===== config.mk =====
export PLATFORM = sky130hd
export DESIGN_NAME = symmetric_flow_hash_steering
export DESIGN_NICKNAME = d
export VERILOG_FILES = /design/src/hw/rtl/sfh_pkg.sv /design/src/hw/rtl/sfh_parser.sv /design/src/hw/rtl/sfh_engine.sv /design/src/hw/rtl/symmetric_flow_hash_steering.sv
export SDC_FILE = /design/constraint.sdc
export NUM_CORES = 2
export LEC_CHECK = 0
export ABC_AREA = 1
export BUFFER_PORTS_ARGS = -buffer_cell sky130_fd_sc_hd__buf_2
export CORE_ASPECT_RATIO = 1.4
export CORE_MARGIN = 4
export CORE_UTILIZATION = 30
export CTS_CLUSTER_DIAMETER = 80
export DETAILED_ROUTE_END_ITERATION = 10
export PLACE_DENSITY = 0.53
export SYNTH_ARGS = -nofsm -noshare
export SYNTH_HDL_FRONTEND = slang
export SYNTH_SLANG_ARGS = --single-unit

===== constraint.sdc =====
create_clock -name clk -period 11.1 [get_ports clk]
set_clock_uncertainty 0.2 [all_clocks]
set_input_delay 1.11 -clock clk [delete_from_list [all_inputs] [get_ports clk]]
set_output_delay 1.11 -clock clk [all_outputs]
set_load 0.01 [all_outputs]

===== src/hw/rtl/sfh_pkg.sv =====
package sfh_pkg;

    localparam int unsigned MaxShards = 64;
    localparam logic [15:0] MaxCapture = 16'd65535;
    localparam logic [15:0] MinCapture = 16'd34;
    localparam logic [15:0] EthHdrLen = 16'd14;
    localparam logic [15:0] TypeVlan = 16'h8100;
    localparam logic [15:0] TypeQinq = 16'h88a8;
    localparam logic [15:0] TypeIpv4 = 16'h0800;
    localparam logic [7:0] ProtoTcp = 8'd6;
    localparam logic [7:0] ProtoUdp = 8'd17;
    localparam logic [63:0] MixC1 = 64'hff51afd7ed558ccd;
    localparam logic [63:0] MixC2 = 64'hc4ceb9fe1a85ec53;

    localparam logic [2:0] StOk = 3'd0;
    localparam logic [2:0] StShort = 3'd1;
    localparam logic [2:0] StNotIp = 3'd2;
    localparam logic [2:0] StProto = 3'd3;
    localparam logic [2:0] StHdrLen = 3'd4;

    // Header fields handed from the parser to the hash engine.
    typedef struct packed {
        logic [2:0] status;
        logic [31:0] src_addr;
        logic [31:0] dst_addr;
        logic [15:0] src_l4_port;
        logic [15:0] dst_l4_port;
        logic [7:0] proto;
    } frame_info_t;

endpackage


===== src/hw/rtl/sfh_parser.sv =====
module sfh_parser
    import sfh_pkg::*;
(
    input  logic        clk,
    input  logic        rst_n,
    input  logic        take,
    input  logic [7:0]  data_byte,
    input  logic        last_byte,
    output frame_info_t info
);

    logic [15:0] pos_reg, pos_next;
    logic [15:0] type_reg, type_next;
    logic [15:0] ipoff_reg, ipoff_next;
    logic [5:0]  ihl_reg, ihl_next;
    logic [7:0]  proto_reg, proto_next;
    logic [31:0] sa_reg, sa_next, da_reg, da_next;
    logic [15:0] sp_reg, sp_next, dp_reg, dp_next;
    logic [7:0]  prev_reg, prev_next;

    logic [15:0] rel;
    logic [15:0] caplen, remain;
    logic        is_tag;

    logic [15:0] ipoff_next_v, type_v;
    logic [5:0]  ihl_v;
    logic [7:0]  proto_v;

    assign is_tag = (type_reg == TypeVlan) || (type_reg == TypeQinq);
    assign rel = pos_reg - ipoff_reg;

    always_comb
    begin
        pos_next = pos_reg;
        type_next = type_reg;
        ipoff_next = ipoff_reg;
        ihl_next = ihl_reg;
        proto_next = proto_reg;
        sa_next = sa_reg;
        da_next = da_reg;
        sp_next = sp_reg;
        dp_next = dp_reg;
        prev_next = prev_reg;
        if (take && pos_reg != MaxCapture)
        begin
            pos_next = pos_reg + 16'd1;
            prev_next = data_byte;
            if (pos_reg == 16'd13)
            begin
                type_next = {prev_reg, data_byte};
            end
            else if (pos_reg >= EthHdrLen)
            begin
                if (is_tag)
                begin
                    if (pos_reg == ipoff_reg + 16'd3)
                    begin
                        type_next = {prev_reg, data_byte};
                        ipoff_next = ipoff_reg + 16'd4;
                    end
                end
                else if (type_reg == TypeIpv4 && pos_reg >= ipoff_reg)
                begin
                    if (rel == 16'd0) ihl_next = {data_byte[3:0], 2'b00};
                    if (rel == 16'd9) proto_next = data_byte;
                    if (rel == 16'd12) sa_next[7:0] = data_byte;
                    if (rel == 16'd13) sa_next[15:8] = data_byte;
                    if (rel == 16'd14) sa_next[23:16] = data_byte;
                    if (rel == 16'd15) sa_next[31:24] = data_byte;
                    if (rel == 16'd16) da_next[7:0] = data_byte;
                    if (rel == 16'd17) da_next[15:8] = data_byte;
                    if (rel == 16'd18) da_next[23:16] = data_byte;
                    if (rel == 16'd19) da_next[31:24] = data_byte;
                    if (rel == {10'd0, ihl_reg}) sp_next[7:0] = data_byte;
                    if (rel == {10'd0, ihl_reg} + 16'd1) sp_next[15:8] = data_byte;
                    if (rel == {10'd0, ihl_reg} + 16'd2) dp_next[7:0] = data_byte;
                    if (rel == {10'd0, ihl_reg} + 16'd3) dp_next[15:8] = data_byte;
                end
            end
        end
        if (take && last_byte)
        begin
            pos_next = '0;
            type_next = '0;
            ipoff_next = EthHdrLen;
            ihl_next = '0;
            proto_next = '0;
            sa_next = '0;
            da_next = '0;
            sp_next = '0;
            dp_next = '0;
            prev_next = '0;
        end
    end

    always_ff @(posedge clk or negedge rst_n)
    begin
        if (!rst_n)
        begin
            pos_reg <= '0;
            type_reg <= '0;
            ipoff_reg <= EthHdrLen;
            ihl_reg <= '0;
            proto_reg <= '0;
            sa_reg <= '0;
            da_reg <= '0;
            sp_reg <= '0;
            dp_reg <= '0;
            prev_reg <= '0;
        end
        else
        begin
            pos_reg <= pos_next;
            type_reg <= type_next;
            ipoff_reg <= ipoff_next;
            ihl_reg <= ihl_next;
            proto_reg <= proto_next;
            sa_reg <= sa_next;
            da_reg <= da_next;
            sp_reg <= sp_next;
            dp_reg <= dp_next;
            prev_reg <= prev_next;
        end
    end

    // Frame summary as it stands after the current byte is taken.
    assign caplen = (pos_reg != MaxCapture) ? pos_reg + 16'd1 : pos_reg;
    assign remain = (caplen >= ipoff_next_v) ? caplen - ipoff_next_v : 16'd0;

    // Values after this byte, before the end-of-frame clear.
    always_comb
    begin
        ipoff_next_v = ipoff_reg;
        type_v = type_reg;
        ihl_v = ihl_reg;
        proto_v = proto_reg;
        info.src_addr = sa_reg;
        info.dst_addr = da_reg;
        info.src_l4_port = sp_reg;
        info.dst_l4_port = dp_reg;
        if (pos_reg != MaxCapture)
        begin
            if (pos_reg == 16'd13)
            begin
                type_v = {prev_reg, data_byte};
            end
            else if (pos_reg >= EthHdrLen)
            begin
                if (is_tag)
                begin
                    if (pos_reg == ipoff_reg + 16'd3)
                    begin
                        type_v = {prev_reg, data_byte};
                        ipoff_next_v = ipoff_reg + 16'd4;
                    end
                end
                else if (type_reg == TypeIpv4 && pos_reg >= ipoff_reg)
                begin
                    if (rel == 16'd0) ihl_v = {data_byte[3:0], 2'b00};
                    if (rel == 16'd9) proto_v = data_byte;
                    if (rel == 16'd15) info.src_addr[31:24] = data_byte;
                    if (rel == 16'd19) info.dst_addr[31:24] = data_byte;
                    if (rel == {10'd0, ihl_reg} + 16'd1) info.src_l4_port[15:8] = data_byte;
                    if (rel == {10'd0, ihl_reg} + 16'd2) info.dst_l4_port[7:0] = data_byte;
                    if (rel == {10'd0, ihl_reg} + 16'd3) info.dst_l4_port[15:8] = data_byte;
                end
            end
        end
        info.proto = proto_v;
        if (caplen < MinCapture)
            info.status = StShort;
        else if (type_v != TypeIpv4 || remain < 16'd20)
            info.status = StNotIp;
        else if (proto_v != ProtoTcp && proto_v != ProtoUdp)
            info.status = StProto;
        else if (ihl_v < 6'd20 || {10'd0, ihl_v} + 16'd4 > remain)
            info.status = StHdrLen;
        else
            info.status = StOk;
    end

endmodule


===== src/hw/rtl/sfh_engine.sv =====
module sfh_engine
    import sfh_pkg::*;
(
    input  logic        clk,
    input  logic        rst_n,
    input  logic        start,
    input  frame_info_t info,
    input  logic [6:0]  shard_count,
    output logic        busy,
    output logic        done,
    output logic [2:0]  status,
    output logic [5:0]  shard,
    output logic [63:0] flow_hash
);

    localparam logic [3:0] S_IDLE = 4'd0;
    localparam logic [3:0] S_X1 = 4'd1;
    localparam logic [3:0] S_M1 = 4'd2;
    localparam logic [3:0] S_X2 = 4'd3;
    localparam logic [3:0] S_M2 = 4'd4;
    localparam logic [3:0] S_X3 = 4'd5;
    localparam logic [3:0] S_MOD = 4'd6;
    localparam logic [3:0] S_DONE = 4'd7;

    logic [3:0]  state_reg, state_next;
    logic        word_reg;
    logic [1:0]  part_reg;
    logic [63:0] x_reg, wb_reg, acc_reg, h_reg, rem_reg;
    logic [6:0]  bit_reg;
    logic [6:0]  n_reg;
    logic [2:0]  st_reg;

    // One 32x32 partial product per cycle, shared by both multiplies.
    logic [31:0] mul_a, mul_b;
    logic [63:0] prod;
    logic [63:0] cst;
    logic [63:0] addend;
    logic [6:0]  rtrial;

    assign cst = (state_reg == S_M1) ? MixC1 : MixC2;
    always_comb
    begin
        mul_a = part_reg[1] ? x_reg[63:32] : x_reg[31:0];
        mul_b = (part_reg == 2'd1) ? cst[63:32] : cst[31:0];
        if (part_reg == 2'd2) mul_b = cst[31:0];
        prod = mul_a * mul_b;
        addend = (part_reg == 2'd0) ? prod : {prod[31:0], 32'd0};
    end

    assign rtrial = {rem_reg[5:0], h_reg[bit_reg[5:0]]};

    logic [31:0] lo_a, hi_a;
    logic [15:0] lo_p, hi_p;
    logic        swap;
    assign swap = (info.src_addr > info.dst_addr) ||
                  (info.src_addr == info.dst_addr && info.src_l4_port > info.dst_l4_port);
    assign lo_a = swap ? info.dst_addr : info.src_addr;
    assign hi_a = swap ? info.src_addr : info.dst_addr;
    assign lo_p = swap ? info.dst_l4_port : info.src_l4_port;
    assign hi_p = swap ? info.src_l4_port : info.dst_l4_port;

    always_ff @(posedge clk or negedge rst_n)
    begin
        if (!rst_n)
            state_reg <= S_IDLE;
        else
            state_reg <= state_next;
    end

    always_comb
    begin
        state_next = state_reg;
        case (state_reg)
            S_IDLE: if (start) state_next = (info.status == StOk) ? S_X1 : S_DONE;
            S_X1: state_next = S_M1;
            S_M1: if (part_reg == 2'd2) state_next = S_X2;
            S_X2: state_next = S_M2;
            S_M2: if (part_reg == 2'd2) state_next = S_X3;
            S_X3: state_next = word_reg ? S_MOD : S_X1;
            S_MOD: if (bit_reg == 7'd0) state_next = S_DONE;
            S_DONE: state_next = S_IDLE;
            default: state_next = S_IDLE;
        endcase
    end

    always_ff @(posedge clk)
    begin
        case (state_reg)
            S_IDLE:
            begin
                part_reg <= '0;
                word_reg <= 1'b0;
                st_reg <= info.status;
                h_reg <= '0;
                rem_reg <= '0;
                x_reg <= {hi_a, lo_a};
                wb_reg <= {24'd0, info.proto, hi_p, lo_p};
                n_reg <= (shard_count == 7'd0) ? 7'd1 :
                         (shard_count > 7'(MaxShards)) ? 7'(MaxShards) : shard_count;
            end
            S_X1, S_X2:
            begin
                x_reg <= x_reg ^ (x_reg >> 33);
                acc_reg <= '0;
                part_reg <= '0;
            end
            S_M1, S_M2:
            begin
                if (part_reg == 2'd2)
                    x_reg <= acc_reg + addend;
                else
                    acc_reg <= acc_reg + addend;
                part_reg <= (part_reg == 2'd2) ? 2'd0 : part_reg + 2'd1;
            end
            S_X3:
            begin
                h_reg <= h_reg ^ x_reg ^ (x_reg >> 33);
                x_reg <= wb_reg;
                word_reg <= 1'b1;
                bit_reg <= 7'd63;
            end
            S_MOD:
            begin
                // Restoring remainder, one hash bit per cycle.
                rem_reg <= (rtrial >= n_reg) ? {57'd0, rtrial - n_reg} : {57'd0, rtrial};
                bit_reg <= bit_reg - 7'd1;
            end
            default:
            begin
            end
        endcase
    end

    assign busy = (state_reg != S_IDLE);
    assign done = (state_reg == S_DONE);
    assign status = st_reg;
    assign shard = (st_reg == StOk) ? rem_reg[5:0] : 6'd0;
    assign flow_hash = (st_reg == StOk) ? h_reg : 64'd0;

endmodule


===== src/hw/rtl/symmetric_flow_hash_steering.sv =====
// Symmetric flow-hash steering.
// Slave stream: one frame byte per transaction, s_axis_tlast on the final byte.
// Master stream: one result transaction per frame, issued after the last byte.
// Bytes other than the last are taken at one per cycle with no result.
// On the last byte the header checks are resolved; for a steered frame a shared
// 32x32 multiplier then runs the two fmix64 finalizers (three partial products per
// multiply), then a bit-serial remainder unit takes the hash modulo shard_count
// (clamped to 1..64), one bit a cycle. A rejected frame skips both. The engine
// steps X1, M1, X2, M2, X3 for each word, then MOD, then DONE, which registers the
// result and raises m_axis_tvalid; s_axis_tready is low meanwhile and until the
// result transaction completes, so a stalled receiver stalls input and no byte of
// the next frame is taken before then.
// Reset clears the parser and sets shard_count to 4; cfg_wr_en writes it.
module symmetric_flow_hash_steering
    import sfh_pkg::*;
(
    input  logic        clk,
    input  logic        rst_n,
    input  logic        cfg_wr_en,
    input  logic [6:0]  cfg_wr_data,
    input  logic        s_axis_tvalid,
    output logic        s_axis_tready,
    input  logic [7:0]  s_axis_tdata,   // data_byte
    input  logic        s_axis_tlast,   // last_byte
    output logic        m_axis_tvalid,
    input  logic        m_axis_tready,
    output logic [79:0] m_axis_tdata    // status, shard, flow_hash, zero pad
);

    logic [6:0] shard_count_reg;
    logic       take, busy, done;
    logic [2:0] status;
    logic [5:0] shard;
    logic [63:0] flow_hash;
    frame_info_t info;
    logic       out_valid_reg;
    logic [72:0] out_reg;

    always_ff @(posedge clk or negedge rst_n)
    begin
        if (!rst_n)
            shard_count_reg <= 7'd4;
        else if (cfg_wr_en)
            shard_count_reg <= cfg_wr_data;
    end

    assign s_axis_tready = !busy && !out_valid_reg;
    assign take = s_axis_tvalid && s_axis_tready;

    sfh_parser u_parser (
        .clk(clk), .rst_n(rst_n), .take(take),
        .data_byte(s_axis_tdata), .last_byte(s_axis_tlast), .info(info)
    );

    sfh_engine u_engine (
        .clk(clk), .rst_n(rst_n), .start(take && s_axis_tlast), .info(info),
        .shard_count(shard_count_reg), .busy(busy), .done(done),
        .status(status), .shard(shard), .flow_hash(flow_hash)
    );

    always_ff @(posedge clk or negedge rst_n)
    begin
        if (!rst_n)
            out_valid_reg <= 1'b0;
        else if (done)
            out_valid_reg <= 1'b1;
        else if (m_axis_tready)
            out_valid_reg <= 1'b0;
    end

    always_ff @(posedge clk)
    begin
        if (done)
            out_reg <= {flow_hash, shard, status};
    end

    assign m_axis_tvalid = out_valid_reg;
    assign m_axis_tdata = {7'd0, out_reg};

endmodule


==> results.py <==
metrics = {
    "logic_synthesis": {
        "synth.most_common_cell": "inv_1",
        "synth_top_area_share_pct": 24.1,
        "synth-main-ff-cell": "edfxtp_1",
        "ys_seq_elements": 507,
        "async_flop_share_pct": 34.7,
        "avgSynthCellArea_um2": 8.21,
        "synth_edf_count": 331,
        "synth_area_leaders": "fa_1 (24%), edfxtp_1 (16%), ha_1 (11%)",
        "ys_warn_count": 0,
        "syn-instance-count": 7751,
        "yosys.cell_types.count": 67,
        "syn-cell-area_um2": 63700,
        "synth_commonest_cells": "inv_1 (1,655), nand2_1 (1,245), nor2_1 (788)",
        "yosysSeqAreaShare_pct": 22.5,
        "yosys.area.top_type": "fa_1",
    },
    "cts": {
        "clock_path_buffers": 3,
        "cts.sinks": 507,
        "cts_root_buf": "clkbuf_16",
        "htreeDepth": 3,
        "postCtsHoldBufs": 0,
        "clk_latency_ns": 0.67,
        "clkTransAtPathRegs_ns": 0.06,
        "numCtsBuffers": 67,
        "cts_tree": "done",
    },
    "floorplan": {
        "io-pin-count": 103,
        "die_x_um": 397,
        "core_area_um2": 211000,
        "die_area_um2": 220000,
        "start_util_pct": 30.2,
        "fp.dieH_um": 553,
        "rows": 199,
    },
    "worst_setup_path": {
        "critPathMaxStageDelay_ns": 0.59,
        "path_common_cell": "inv_1",
        "critPathBufInv": 13,
        "r2r-end": "u_engine.x_reg[62]",
        "r2r_setup_slack_ns": 0.48,
        "path_depth": 45,
        "cp-end-kind": "flip-flop",
        "cp-startpoint": "u_engine.part_reg[1]",
        "r2r-start": "u_engine.part_reg[1]",
        "start_kind": "flip-flop",
        "endpoint": "u_engine.x_reg[62]",
        "crit_path_max_fanout": 41,
        "crit_required_ns": 11.28,
        "cpLargestDelayFamily": "adder cells",
        "critical_path_arrival_ns": 10.79,
        "r2r_cells": 45,
        "crit_type": "flip-flop to flip-flop",
        "cp_slowest_cell": "fa_2",
    },
    "job": {
        "cap_violations": 0,
    },
    "global_route": {
        "track_usage_pct": 23.9,
        "grt_start_max_net_pins": 91,
        "grt_antenna_before_repair": 3,
        "first_global_vias": 58562,
        "grt_pass1_wl_mm": 386,
        "overflow": 0,
    },
    "placement": {
        "dpl.cell_count": 11282,
        "hpwlAfterDp_mm": 227,
        "port_buffers": 95,
        "dpl-instance-area_um2": 73500,
        "place_congestion": 1.02,
    },
    "layout": {
        "multiInputGateArea_um2": 42600,
        "drive_gt1_share_pct": 14.9,
        "final_area_um2": 76100,
        "nNetsFinal": 9870,
        "regArea_um2": 14300,
        "largest_register_ffs": 73,
        "instances_no_fill": 11418,
        "nFillCells": 21991,
        "syn2layout_area_growth_pct": 19.5,
    },
    "timing": {
        "final-setup-viol-count": 0,
        "finalHoldViolations": 0,
        "rsz0062_at_grt": "true",
        "drv_slew": 0,
        "slew_headroom_pct": 8.81,
        "timing.final.crit_share_pct": 95.6,
        "max_freq_mhz": 94.2,
        "period_needed_ns": 10.62,
        "tightestPinTransition_ns": 1.36,
    },
    "detailed_routing": {
        "first_iter_violations": 4254,
        "via_per_inst": 4.88,
        "vias": 55668,
        "first_pass_iters": 8,
        "wl_mm": 265,
        "ant_nets": 0,
        "wl_per_cell_um": 23.2,
        "drc_errors": 0,
    },
    "hold_path": {
        "hp-class": "input port to asynchronous set/reset pin",
    },
    "outcome": {
        "status": "finished, final reports clean",
    },
}
==> layout by cell type (no fill, tap or decap), types with 67 or more instances in the layout <==
cell type / Yosys / final
clkbuf_16: 0 / 67
fa_1: 766 / 760
o22ai_1: 76 / 76
xnor2_1: 137 / 134
xor2_1: 150 / 149
nand2_1: 1245 / 1234
inv_1: 1655 / 1650
buf_2: 13 / 94
edfxtp_1: 331 / 331
buf_4: 9 / 814
o21ai_1: 70 / 104
a21oi_1: 375 / 361
o21ai_0: 516 / 474
ha_1: 539 / 538
nand3_1: 166 / 164
dfrtp_1: 172 / 172
nor2_1: 788 / 764
==> worst min path at each step <==
stage | startpoint | slack (ns) | cells past startpoint | to
floorplan | u_engine.status[2] | 0.22 | 0 | out_reg[2]
CTS | rst_n | 0.17 | 1 | u_parser.type_reg[10]
finish | rst_n | 0.20 | 1 | u_parser.type_reg[3]
global placement | u_engine.status[1] | 0.26 | 0 | out_reg[1]
detailed placement | u_engine.status[2] | 0.26 | 0 | out_reg[2]
global route | rst_n | 0.20 | 1 | u_parser.type_reg[3]
==> cell families (layout without fill, tap and decap cells) <==
kind of cell,Yosys count,after routing,synth area share [%]
compound gates,1298,1298,11.5
flops,507,507,22.5
mux,10,10,0.159
simple gates,2441,2441,15.8
fa+ha+maj,1305,1305,34.7
xor+xnor,290,290,4.04
buf+inv,1898,2738,11.3
other cells,2,15,0.0118
==> metrics by stage <==
step	worst slack, ns	setup TNS (ns)	hold slack [ns]	utilization, %
3_5_place_dp	-0.0649	-0.144	0.256	34.9
6_report	0.485	0	0.200	36.1
5_1_grt	-0.0600	-0.129	0.196	36.1
4_1_cts	0.0527	0	0.165	35.9
3_3_place_gp	-0.142	-0.531	0.261	34.9
2_1_floorplan	0.162	0	0.217	-
==> what timing repair did <==
action,CTS,global route
resized for setup,2,117
pin swaps,0,19
endpoints found under the setup margin,9,69
setup buffers,0,7
==> per-layer routing <==
layer | track usage, % | routed length, um | up-vias
li1 | - | - | 26028
met1 | 26.3 | 96300 | 27311
met2 | 42.8 | 135000 | 1749
met3 | 2.34 | 11100 | 580
met4 | 16.8 | 23000 | 0
met5 | 0 | 0 | -
==> cell type report <==
class,count,area share [%]
clock buffers,93,2.40
diodes,5,0.0164
flip-flops and latches,507,18.9
well taps,2814,4.63
repair buffers,938,9.41
multi-input cells,5354,55.9
inverters,1676,8.27
clock inverters,31,0.500
==> worst register-to-register path: cells and delay by family, from the launching register on <==
family          cells  cell delay, ns
xor+xnor            1            0.28
simple gates       12            1.45
flops               1            0.45
fa+ha+maj          10            4.67
buf+inv            13            1.82
compound gates      9            1.45
Power is left out: the tool's default activity adds up to more than one toggle a clock period on the data nets, which glitch-free logic cannot reach.
